===== src/can_id_filtered_rx_queues_defines.svh =====
// ----------------------------------------------------------------------------
// can_id_filtered_rx_queues_defines
// Assertion macros for the receive queue engine (canq_back). Each macro expects
// clk and rst in scope.
// ----------------------------------------------------------------------------
`ifndef CAN_ID_FILTERED_RX_QUEUES_DEFINES_SVH
`define CAN_ID_FILTERED_RX_QUEUES_DEFINES_SVH

// Consequence holds in the same cycle as the antecedent.
`define CANQ_ASSERT_NOW(label, ante, cons) \
  label: assert property (@(posedge clk) disable iff (rst) (ante) |-> (cons)) \
    else $error("canq assertion failed");

// Consequence holds in the cycle after the antecedent.
`define CANQ_ASSERT_NEXT(label, ante, cons) \
  label: assert property (@(posedge clk) disable iff (rst) (ante) |=> (cons)) \
    else $error("canq assertion failed");

`endif


===== src/canq_pkg.sv =====
// ----------------------------------------------------------------------------
// canq_pkg
// Types and constants for the filtered CAN receive queues.
// ----------------------------------------------------------------------------
package canq_pkg;

  localparam int ID_W     = 11;
  localparam int LEN_W    = 4;
  localparam int DATA_W   = 64;
  localparam int STATUS_W = 3;
  localparam int FILL_W   = 3;
  localparam int CNT_W    = 32;
  localparam int HDR_W    = ID_W + LEN_W;
  localparam int QIDX_W   = 4;
  localparam int NUM_REGS = 3;
  localparam int PADDR_W  = 4;
  localparam int PDATA_W  = 32;

  localparam logic [1:0] MODE_PUSH  = 2'd0;
  localparam logic [1:0] MODE_POP   = 2'd1;
  localparam logic [1:0] MODE_COUNT = 2'd2;

  localparam logic [STATUS_W-1:0] ST_OK      = 3'd0;
  localparam logic [STATUS_W-1:0] ST_FULL    = 3'd1;
  localparam logic [STATUS_W-1:0] ST_EMPTY   = 3'd2;
  localparam logic [STATUS_W-1:0] ST_UNKNOWN = 3'd3;
  localparam logic [STATUS_W-1:0] ST_COUNT   = 3'd4;

  typedef enum logic [1:0] {
    CMD_PUSH,
    CMD_POP,
    CMD_COUNT,
    CMD_UNKNOWN
  } cmd_op_t;

  typedef struct packed {
    logic [1:0]        mode;
    logic [ID_W-1:0]   std_id;
    logic [LEN_W-1:0]  frame_len;
    logic [DATA_W-1:0] frame_data;
  } item_t;

  typedef struct packed {
    logic [STATUS_W-1:0] status;
    logic [ID_W-1:0]     out_id;
    logic [LEN_W-1:0]    out_len;
    logic [DATA_W-1:0]   out_data;
    logic [FILL_W-1:0]   fill_count;
    logic [CNT_W-1:0]    received_count;
    logic [CNT_W-1:0]    dropped_count;
  } result_t;

  typedef struct packed {
    cmd_op_t           op;
    logic [QIDX_W-1:0] qidx;
    logic [ID_W-1:0]   std_id;
    logic [LEN_W-1:0]  frame_len;
    logic [DATA_W-1:0] frame_data;
  } cmd_t;

endpackage


===== src/canq_ram.sv =====
// ----------------------------------------------------------------------------
// canq_ram
// Simple dual-port RAM, one write and one registered read port.
// ----------------------------------------------------------------------------
module canq_ram #(
  parameter int WIDTH = 8,
  parameter int DEPTH = 16
) (
  input  logic                                   clk,
  input  logic                                   we,
  input  logic [(DEPTH > 1 ? $clog2(DEPTH) : 1)-1:0] waddr,
  input  logic [WIDTH-1:0]                       wdata,
  input  logic                                   re,
  input  logic [(DEPTH > 1 ? $clog2(DEPTH) : 1)-1:0] raddr,
  output logic [WIDTH-1:0]                       rdata
);

  logic [WIDTH-1:0] mem [DEPTH];

  always_ff @(posedge clk) begin
    if (we) begin
      mem[waddr] <= wdata;
    end
    if (re) begin
      rdata <= mem[raddr];
    end
  end

endmodule


===== src/canq_front.sv =====
// ----------------------------------------------------------------------------
// canq_front
// Acceptance filter and two-entry command queue feeding the queue engine.
// ----------------------------------------------------------------------------
module canq_front #(
  parameter int NUM_QUEUES = 3
) (
  input  logic                  clk,
  input  logic                  rst,
  input  logic                  start,
  output logic                  busy,
  input  canq_pkg::item_t       item,
  input  logic [10:0]           queue_id [NUM_QUEUES],
  output logic                  cmd_valid,
  input  logic                  cmd_take,
  output canq_pkg::cmd_t        cmd
);
  import canq_pkg::*;

  cmd_t              slot [2];
  cmd_t              cmd_in;
  logic              wr_sel;
  logic              rd_sel;
  logic [1:0]        fill;
  logic              push;
  logic              hit;
  logic [QIDX_W-1:0] hit_q;

  // Last match wins, so the highest-numbered queue takes the ID.
  always_comb begin
    hit   = 1'b0;
    hit_q = '0;
    for (int q = 0; q < NUM_QUEUES; q++) begin
      if (queue_id[q] == item.std_id) begin
        hit   = 1'b1;
        hit_q = QIDX_W'(q);
      end
    end
  end

  always_comb begin
    cmd_in.qidx       = hit_q;
    cmd_in.std_id     = item.std_id;
    cmd_in.frame_len  = item.frame_len;
    cmd_in.frame_data = item.frame_data;
    if (!hit) begin
      cmd_in.op = CMD_UNKNOWN;
    end else begin
      unique case (item.mode)
        MODE_PUSH: cmd_in.op = CMD_PUSH;
        MODE_POP:  cmd_in.op = CMD_POP;
        default:   cmd_in.op = CMD_COUNT;
      endcase
    end
  end

  assign busy      = (fill == 2'd2);
  assign push      = start && !busy;
  assign cmd_valid = (fill != 2'd0);
  assign cmd       = slot[rd_sel];

  always_ff @(posedge clk) begin
    if (push) begin
      slot[wr_sel] <= cmd_in;
    end
  end

  always_ff @(posedge clk) begin
    if (rst) begin
      wr_sel <= 1'b0;
      rd_sel <= 1'b0;
      fill   <= 2'd0;
    end else begin
      if (push) begin
        wr_sel <= ~wr_sel;
      end
      if (cmd_take) begin
        rd_sel <= ~rd_sel;
      end
      if (push && !cmd_take) begin
        fill <= fill + 2'd1;
      end else if (!push && cmd_take) begin
        fill <= fill - 2'd1;
      end
    end
  end

endmodule


===== src/canq_back.sv =====
// ----------------------------------------------------------------------------
// canq_back
// Queue engine: ring pointers, counters and slot RAM; forms one result per
// command.
// ----------------------------------------------------------------------------
`include "can_id_filtered_rx_queues_defines.svh"

module canq_back #(
  parameter int NUM_QUEUES  = 3,
  parameter int QUEUE_DEPTH = 8
) (
  input  logic              clk,
  input  logic              rst,
  input  logic              cmd_valid,
  input  canq_pkg::cmd_t    cmd,
  output logic              cmd_take,
  output logic              done,
  output canq_pkg::result_t result
);
  import canq_pkg::*;

  localparam int QW     = (NUM_QUEUES > 1) ? $clog2(NUM_QUEUES) : 1;
  localparam int PW     = $clog2(QUEUE_DEPTH);
  localparam int SLOTS  = NUM_QUEUES * QUEUE_DEPTH;
  localparam int AW     = (SLOTS > 1) ? $clog2(SLOTS) : 1;
  localparam int SLOT_W = HDR_W + DATA_W;

  typedef enum logic [1:0] {
    S_IDLE = 2'b01,
    S_READ = 2'b10
  } state_t;

  state_t            state;
  state_t            state_next;
  logic [PW-1:0]     wp   [NUM_QUEUES];
  logic [PW-1:0]     rp   [NUM_QUEUES];
  logic [CNT_W-1:0]  acc  [NUM_QUEUES];
  logic [CNT_W-1:0]  lost [NUM_QUEUES];
  logic              done_next;
  result_t           result_next;

  logic [QW-1:0]     q;
  logic [PW-1:0]     wp_q;
  logic [PW-1:0]     rp_q;
  logic [PW-1:0]     wp_adv;
  logic [PW-1:0]     rp_adv;
  logic              full;
  logic              empty;
  logic [PW:0]       fill_w;
  logic [PW+3:0]     fill_ext;
  logic [AW-1:0]     base;
  logic              ram_we;
  logic              ram_re;
  logic [AW-1:0]     waddr;
  logic [AW-1:0]     raddr;
  logic [SLOT_W-1:0] wdata;
  logic [SLOT_W-1:0] rdata;

  assign q      = cmd.qidx[QW-1:0];
  assign wp_q   = wp[q];
  assign rp_q   = rp[q];
  assign wp_adv = (wp_q == PW'(QUEUE_DEPTH - 1)) ? '0 : wp_q + 1'b1;
  assign rp_adv = (rp_q == PW'(QUEUE_DEPTH - 1)) ? '0 : rp_q + 1'b1;
  assign full   = (wp_adv == rp_q);
  assign empty  = (wp_q == rp_q);

  // Wrap the difference back into range when the writer is behind.
  assign fill_w   = (wp_q >= rp_q) ? ({1'b0, wp_q} - {1'b0, rp_q})
                  : ({1'b0, wp_q} + (PW+1)'(QUEUE_DEPTH) - {1'b0, rp_q});
  assign fill_ext = (PW+4)'(fill_w);

  assign cmd_take = (state == S_IDLE) && cmd_valid;
  assign ram_we   = cmd_take && (cmd.op == CMD_PUSH) && !full;
  assign ram_re   = cmd_take && (cmd.op == CMD_POP) && !empty;

  assign base  = AW'(q) * AW'(QUEUE_DEPTH);
  assign waddr = base + AW'(wp_q);
  assign raddr = base + AW'(rp_q);
  assign wdata = {cmd.frame_len, cmd.std_id, cmd.frame_data};

  canq_ram #(
    .WIDTH (SLOT_W),
    .DEPTH (SLOTS)
  ) u_slots (
    .clk   (clk),
    .we    (ram_we),
    .waddr (waddr),
    .wdata (wdata),
    .re    (ram_re),
    .raddr (raddr),
    .rdata (rdata)
  );

  always_comb begin
    state_next  = state;
    done_next   = 1'b0;
    result_next = '0;
    unique case (state)
      S_IDLE: begin
        if (cmd_take) begin
          done_next = 1'b1;
          unique case (cmd.op)
            CMD_PUSH: begin
              result_next.status = full ? ST_FULL : ST_OK;
            end
            CMD_POP: begin
              if (empty) begin
                result_next.status = ST_EMPTY;
              end else begin
                // hold the result until the slot read returns
                done_next  = 1'b0;
                state_next = S_READ;
              end
            end
            CMD_COUNT: begin
              result_next.status         = ST_COUNT;
              result_next.fill_count     = fill_ext[FILL_W-1:0];
              result_next.received_count = acc[q];
              result_next.dropped_count  = lost[q];
            end
            CMD_UNKNOWN: begin
              result_next.status = ST_UNKNOWN;
            end
          endcase
        end
      end
      S_READ: begin
        done_next           = 1'b1;
        state_next          = S_IDLE;
        result_next.status  = ST_OK;
        result_next.out_data = rdata[DATA_W-1:0];
        result_next.out_id  = rdata[DATA_W +: ID_W];
        result_next.out_len = rdata[DATA_W+ID_W +: LEN_W];
      end
      default: begin
        state_next = S_IDLE;
      end
    endcase
  end

  always_ff @(posedge clk) begin
    result <= result_next;
  end

  always_ff @(posedge clk) begin
    if (rst) begin
      state <= S_IDLE;
      done  <= 1'b0;
      for (int i = 0; i < NUM_QUEUES; i++) begin
        wp[i]   <= '0;
        rp[i]   <= '0;
        acc[i]  <= '0;
        lost[i] <= '0;
      end
    end else begin
      state <= state_next;
      done  <= done_next;
      if (ram_we) begin
        wp[q]  <= wp_adv;
        acc[q] <= acc[q] + 1'b1;
      end
      if (cmd_take && (cmd.op == CMD_PUSH) && full) begin
        lost[q] <= lost[q] + 1'b1;
      end
      if (ram_re) begin
        rp[q] <= rp_adv;
      end
    end
  end

  `CANQ_ASSERT_NEXT(a_pop_waits_read, ram_re, state == S_READ && !done)
  `CANQ_ASSERT_NEXT(a_read_gives_ok, state == S_READ,
                    done && result.status == ST_OK && state == S_IDLE)
  `CANQ_ASSERT_NOW(a_no_take_in_read, state == S_READ, !cmd_take)
  `CANQ_ASSERT_NEXT(a_unknown_status, cmd_take && cmd.op == CMD_UNKNOWN,
                    done && result.status == ST_UNKNOWN)

endmodule


===== src/can_id_filtered_rx_queues.sv =====
// ----------------------------------------------------------------------------
// can_id_filtered_rx_queues - ID-filtered CAN receive queues
// Path: the front command queue holds the item, then done and result are registered
// on take; a frame pop adds the slot RAM read. Throughput: one item/cycle unless busy.
// Reset: pointers and counters clear, IDs load q+1; slot RAM is not cleared.
// ----------------------------------------------------------------------------
module can_id_filtered_rx_queues #(
  parameter int NUM_QUEUES  = 3,
  parameter int QUEUE_DEPTH = 8
) (
  input  logic                           clk,
  input  logic                           rst,
  input  logic                           psel,
  input  logic                           penable,
  input  logic                           pwrite,
  input  logic [canq_pkg::PADDR_W-1:0]   paddr,
  input  logic [canq_pkg::PDATA_W-1:0]   pwdata,
  output logic [canq_pkg::PDATA_W-1:0]   prdata,
  output logic                           pready,
  input  logic                           start,
  output logic                           busy,
  input  canq_pkg::item_t                item,
  output logic                           done,
  output canq_pkg::result_t              result
);
  import canq_pkg::*;

  logic [ID_W-1:0] queue_id [NUM_QUEUES];
  logic [ID_W-1:0] rd_val   [NUM_REGS];
  logic [1:0]      reg_idx;
  logic            cfg_wr;
  logic            cmd_valid;
  logic            cmd_take;
  cmd_t            cmd;

  assign pready  = 1'b1;
  assign reg_idx = paddr[3:2];
  assign cfg_wr  = psel && penable && pwrite && pready;

  // Queues beyond the register list keep their reset ID.
  for (genvar g = 0; g < NUM_QUEUES; g++) begin : g_qid
    if (g < NUM_REGS) begin : g_reg
      always_ff @(posedge clk) begin
        if (rst) begin
          queue_id[g] <= ID_W'(g + 1);
        end else if (cfg_wr && (reg_idx == 2'(g))) begin
          queue_id[g] <= pwdata[ID_W-1:0];
        end
      end
    end else begin : g_fixed
      assign queue_id[g] = ID_W'(g + 1);
    end
  end

  for (genvar g = 0; g < NUM_REGS; g++) begin : g_rd
    if (g < NUM_QUEUES) begin : g_live
      assign rd_val[g] = queue_id[g];
    end else begin : g_none
      assign rd_val[g] = '0;
    end
  end

  assign prdata = (32'(reg_idx) < 32'(NUM_REGS)) ? PDATA_W'(rd_val[reg_idx]) : '0;

  canq_front #(
    .NUM_QUEUES (NUM_QUEUES)
  ) u_front (
    .clk       (clk),
    .rst       (rst),
    .start     (start),
    .busy      (busy),
    .item      (item),
    .queue_id  (queue_id),
    .cmd_valid (cmd_valid),
    .cmd_take  (cmd_take),
    .cmd       (cmd)
  );

  canq_back #(
    .NUM_QUEUES  (NUM_QUEUES),
    .QUEUE_DEPTH (QUEUE_DEPTH)
  ) u_back (
    .clk       (clk),
    .rst       (rst),
    .cmd_valid (cmd_valid),
    .cmd       (cmd),
    .cmd_take  (cmd_take),
    .done      (done),
    .result    (result)
  );

endmodule


===== config.mk =====
export PLATFORM = sky130hd
export DESIGN_NAME = can_id_filtered_rx_queues
export DESIGN_NICKNAME = d
export VERILOG_FILES = /design/src/canq_pkg.sv /design/src/canq_ram.sv /design/src/canq_front.sv /design/src/canq_back.sv /design/src/can_id_filtered_rx_queues.sv
export VERILOG_INCLUDE_DIRS = /design/src /design/src/src
export SDC_FILE = /design/constraint.sdc
export NUM_CORES = 2
export LEC_CHECK = 0
export BUFFER_PORTS_ARGS = -buffer_cell sky130_fd_sc_hd__buf_2
export CAP_MARGIN = 0
export CORE_UTILIZATION = 45
export CTS_CLUSTER_DIAMETER = 40
export CTS_CLUSTER_SIZE = 10
export DETAILED_ROUTE_END_ITERATION = 12
export PLACE_DENSITY = 0.64
export SYNTH_ARGS = -nofsm -noshare
export SYNTH_HDL_FRONTEND = slang
export SYNTH_SLANG_ARGS = --single-unit

===== constraint.sdc =====
create_clock -name clk -period 11.45 [get_ports clk]
set_input_delay 2.29 -clock clk [delete_from_list [all_inputs] [get_ports clk]]
set_output_delay 2.29 -clock clk [all_outputs]
set_load 0.02 [all_outputs]

**Word-level counts from Yosys, hierarchy flattened**

Memories as Yosys holds them, arrays and structs flattened. A register that Yosys moved wholly into a read port is not among the register bits.
Index checks and enable logic that the tools add are counted.

- Bits in registers: 189
- Bits in writable memories: 2,272
- Bits of input ports: 123
- Output and inout bits: 184
- Logic and storage cells: 139
- Memories: 6

- $add $sub $neg: 11
- $lt $le $gt $ge: 3
- Equal/unequal tests: 16
- Multiplexer cells: 51
- Bitwise gates (word level): 5
- Reduce and logical (&&, ||, !) cells: 32

Memories:

| memory | depth | width | read ports | clocked after Yosys merged registers in | wr ports | RTL line | RTL |
|---|---|---|---|---|---|---|---|
| u_back.u_slots.mem | 24 | 79 | 1 | 1 | 1 | canq_ram.sv:18 | `logic [WIDTH-1:0] mem [DEPTH];` |
| u_front.slot | 2 | 83 | 1 | 1 | 1 | canq_front.sv:20 | `cmd_t slot [2];` |
| u_back.acc | 3 | 32 | 1 | 0 | 3 | canq_back.sv:37 | `logic [CNT_W-1:0] acc [NUM_QUEUES];` |
| u_back.lost | 3 | 32 | 1 | 0 | 3 | canq_back.sv:38 | `logic [CNT_W-1:0] lost [NUM_QUEUES];` |
| u_back.rp | 3 | 3 | 1 | 0 | 3 | canq_back.sv:36 | `logic [PW-1:0] rp [NUM_QUEUES];` |
| u_back.wp | 3 | 3 | 1 | 0 | 3 | canq_back.sv:35 | `logic [PW-1:0] wp [NUM_QUEUES];` |

Operator list:

| operator | count |
|---|---|
| $add A32 B1 Y32 const B | 2 |
| $mux W32 | 2 |
| $reduce_or A32 Y1 | 2 |
| $eq A11 B11 Y1 | 3 |
| $mux W11 | 3 |
| $mux W1 | 28 |
| $bmux W11 S2 | 1 |
| $mux W2 | 9 |
| $mux W3 | 5 |
| $logic_and A1 B1 Y1 | 14 |
| $pmux W3 S4 | 1 |
| $add A5 B3 Y5 | 2 |
| $eq A2 B2 Y1 const B | 5 |
| $add A3 B1 Y3 const B | 3 |
| $eq A2 B1 Y1 const B | 4 |
| $eq A3 B3 Y1 | 2 |
| $eq A3 B3 Y1 const B | 2 |
| $logic_not A2 Y1 | 3 |
| $reduce_and A3 Y1 | 2 |
| $reduce_or A3 Y1 | 2 |
| $sub A3 B3 Y3 | 2 |
| $logic_not A1 Y1 | 5 |
| $not A1 Y1 | 4 |
| $pmux W2 S2 | 1 |
| 10 further kinds | 11 |

**Depth between registers and ports, before layout**

An unclocked memory read counts as a cell.

- Depth in word-level cells: 11
- Gate-level depth with buffers: 18
- Depth with buffers taken out: 11

**By module**

A second synthesis with hierarchy kept.

- Cells, all modules: 5,529
- Area, all modules: 100,717.8 µm²

Modules (own cells, without submodules):

| module | times used | cells an instance | area each (µm²) | sequential area each (µm²) |
|---|---|---|---|---|
| canq_ram | 1 | 3,767 | 75,178.4 | 59,306.9 |
| canq_back | 1 | 1,239 | 17,192.7 | 11,451.0 |
| canq_front | 1 | 336 | 6,608.8 | 5,084.9 |
| can_id_filtered_rx_queues | 1 | 187 | 1,737.9 | 660.6 |

**Least setup slack after synthesis**

OpenSTA, ideal clock, no wires.

- Path kind: flip-flop to flip-flop
- From: mem u_front.slot[0][79] (netlist name)
- To: mem u_back.u_slots.mem[16][0] (netlist name), enable pin
- Setup time: 0.613 ns
- Data arrival time: 8.866 ns
- Required time: 10.837 ns
- Slack: 1.971 ns
- Stages on the path, launching flop included: 17
- Path buffers: 6
- Clock period less this slack: 9.479 ns
- Cell sequence: edfxtp_1 mux2_4 buf_6 buf_12 buf_12 buf_6 buf_4 buf_2 mux4_2 ha_1 ha_1 nor2_1 a22oi_1 xnor2_1 nand2_1 nand3_1 nor3_1

RTL lines:

| what | RTL line |
|---|---|
| start, declared | canq_front.sv:20 |
| end, declared | canq_ram.sv:18 |

==> flow_metrics.py <==
metrics = {
    "clock_tree": {
        "cts_resized": 0,
        "clkTransAtPathRegs_ns": 0.05,
        "numCtsBuffers": 376,
        "post_cts_buffers": 0,
        "cts-root-buf": "clkbuf_16",
        "clockBufferDepth": 4,
        "cts.sinks": 2611,
        "hold_buffers": 0,
        "cts.htree.levels": 5,
        "tritoncts": "built",
        "clk_latency_ns": 0.96,
    },
    "floorplanning": {
        "die_width_um": 474,
        "die_h_um": 474,
        "dieArea_sq_mm": 0.225,
        "initial_utilization": 0.452,
        "io_pins": 307,
        "fp.coreArea_sq_mm": 0.222,
        "fp-row-count": 173,
    },
    "synthesis": {
        "synth_top_area_frac": 0.724,
        "syn_inst": 6561,
        "netlist_area_sq_mm": 0.100,
        "ys_seq_elements": 2611,
        "yosys.cell_types.count": 69,
        "ys_seq_area_frac": 0.762,
        "synth-edff-count": 2421,
        "async_flop_share": 0,
        "yosysTopAreaCell": "edfxtp_1",
        "synthTopCellsByArea": "edfxtp_1 (72%), nand2_1 (5.2%), mux4_2 (4.9%), dfxtp_1 (3.8%), nand3_1 (3.0%)",
        "ys_dominant_reg_cell": "edfxtp_1",
        "yosysWarnings": 0,
        "avgSynthCellArea_sq_um": 15.3,
    },
    "setup_path": {
        "path_cells": "buf_4, mux2_4, buf_4, mux4_2, ha_1, ha_1, nor2_1, a22oi_1, xnor2_1, nand2_1, nand3_1, nor3_2, buf_4, buf_4",
        "r2r_setup_slack_ns": 3.30,
        "arrival_ns": 8.68,
        "slowest_stage": "dfxtp_4",
        "startpoint_type": "flip-flop",
        "cp_max_fo": 49,
        "endpoint_kind": "flip-flop",
        "cp.depth": 14,
        "ff2ff_path_depth": 14,
        "worstSetupPathType": "reg -> reg",
        "path_delay_family": "buffers and inverters",
        "cp_data_required_time_ns": 11.98,
        "path_common_cell": "buf_4",
        "cp_num_buf_inv": 4,
        "slowest_delay_ns": 0.96,
    },
    "sta": {
        "hold_viol": 0,
        "fin_crit_ns": 8.15,
        "slew-limit-headroom": 0.166,
        "tightest_slew_ns": 1.25,
        "setup_viol": 0,
        "period_share": 0.711,
        "slew_violations": 0,
        "tns_ns": 0,
        "fin_skew_ns": 0.0673,
        "max_freq_mhz": 123,
        "rsz0062_at_grt": "no",
    },
    "grt": {
        "grt_max_degree": 219,
        "antenna_found_initial": 17,
        "first_global_vias": 57200,
        "overflow": 0,
        "grt_pass1_wl_mm": 372,
        "gr-usage-all-layers": 0.224,
    },
    "finish": {
        "finalNetCount": 7071,
        "drive_gt1_frac": 0.179,
        "fillers": 17700,
        "regArea_sq_mm": 0.0765,
        "layout_common_cells": "edfxtp_1 (2421), nand2_1 (1396), nand3_1 (598)",
        "layout.cells.most_common": "edfxtp_1",
        "final_cell_area_sq_mm": 0.117,
        "syn_to_final_growth_pct": 16.3,
        "multiInputGateArea_sq_mm": 0.0222,
    },
    "route": {
        "routed_wl_mm": 255,
        "dr.pass1.iters": 6,
        "ant_nets": 0,
        "drc": 0,
        "via_count": 58100,
        "drt-initial-drc-count": 6121,
        "avgRoutedWirePerCell_um": 25.1,
        "vias_per_cell": 5.71,
    },
    "pwr": {
        "power_leakage_nw": 40.0,
        "irDropWorstVdd_uv": 209,
        "power_density_mw_per_mm2": 230,
    },
    "job": {
        "max-cap-violations": 0,
    },
    "place": {
        "dpl.hpwl_mm": 124,
        "gp_congestion": 0.772,
        "placed_area_sq_mm": 0.105,
        "portBuffers": 261,
    },
    "status": {
        "outcome": "finished clean",
    },
    "hold_path": {
        "hold_depth": 1,
        "min_path_type": "reg -> reg",
    },
}
## through the flow
stage	setup WS [ns]	util	instances	total power [mW]	hold slack (ns)
floorplan	1.97	-	6581	14.7	0.426
global placement	3.42	0.473	9530	16.1	0.441
detailed placement	3.30	0.473	9530	16.2	0.434
CTS	3.21	0.526	10200	27.1	0.444
global route	2.96	0.526	10200	27.8	0.464
finish	3.30	0.526	10200	26.9	0.445
## cell usage after synthesis, types with 14 or more instances
library cell     n
nand2_1       1398
buf_4           27
a31oi_1        159
and2_1          88
and3_1          58
inv_1           70
dfxtp_1        190
mux2_2          93
clkbuf_1       246
xnor2_1         41
buf_2          100
nand3_1        598
nor2_1         234
mux4_2         220
nand4_1        175
ha_1            14
a22oi_1         80
a21oi_1         65
o21ai_0         16
xor2_1          46
nor3_1          22
nor4_1          15
edfxtp_1      2421
mux2i_1         52
## power by group
part	switching, mW	internal [mW]
Clock	4.00	6.87
Sequential	0.0738	11.3
Combinational	3.28	1.36
## path summary, 6_finish.rpt
| path | start | to |
|---|---|---|
| hold / removal | u_back.u_slots.rdata[51]$_DFFE_PN_ | u_back.result[118]$_SDFF_PN0_ |
| setup reg to reg | flip-flop | u_back.u_slots.mem[2][75]$_DFFE_PP_ |
| setup / recovery | flip-flop | u_back.u_slots.mem[2][75]$_DFFE_PP_ |
| hold reg to reg | u_back.u_slots.rdata[51]$_DFFE_PN_ | u_back.result[118]$_SDFF_PN0_ |
## metal layers
metal / track usage / vias to the layer above / routed length [um]
met2: 0.366 / 2665 / 123000
met4: 0.0629 / 4 / 5700
met1: 0.308 / 29600 / 104000
li1: - / 25400 / -
met5: 0 / - / 24
met3: 0.0419 / 438 / 22000
## final cells by class
class,instances,area share
clock buffers,488,0.0875
multi-input cells,3503,0.190
well taps,2975,0.0319
inverters,74,0.00253
flip-flops and latches,2611,0.655
clock inverters,147,0.0135
diodes,4,0.0000857
repair buffers,367,0.0192
## registers in the layout, summed over array words and instances (netlist names), named ones only
| signal | flops |
|---|---|
| u_back.result | 149 |
| u_back.u_slots.mem | 1896 |
| u_front.rd_sel | 1 |
| queue_id | 33 |
| u_back.done | 1 |
| u_back.wp | 12 |
| u_back.rp | 12 |
| u_front.fill | 2 |
| u_back.u_slots.rdata | 79 |
| u_front.slot | 166 |
| u_back.acc | 128 |
| u_back.lost | 128 |
| u_back.state | 2 |
| u_front.wr_sel | 1 |
## logic make-up (layout without fill, tap and decap cells)
family                     after synthesis  in the layout  share of synthesized area
AOI/OAI and AO/OA                      345            345                     0.0219
xor gates and xnor gates                87             87                    0.00759
adders and majority gates               15             15                    0.00194
buffers and inverters                  467           1076                     0.0206
DFF                                   2611           2611                      0.762
muxes                                  372            372                     0.0664
other                                    2             26                  0.0000748
and+or+nand+nor                       2662           2662                      0.119
Note: power is estimated with default switching activity, not from simulation.
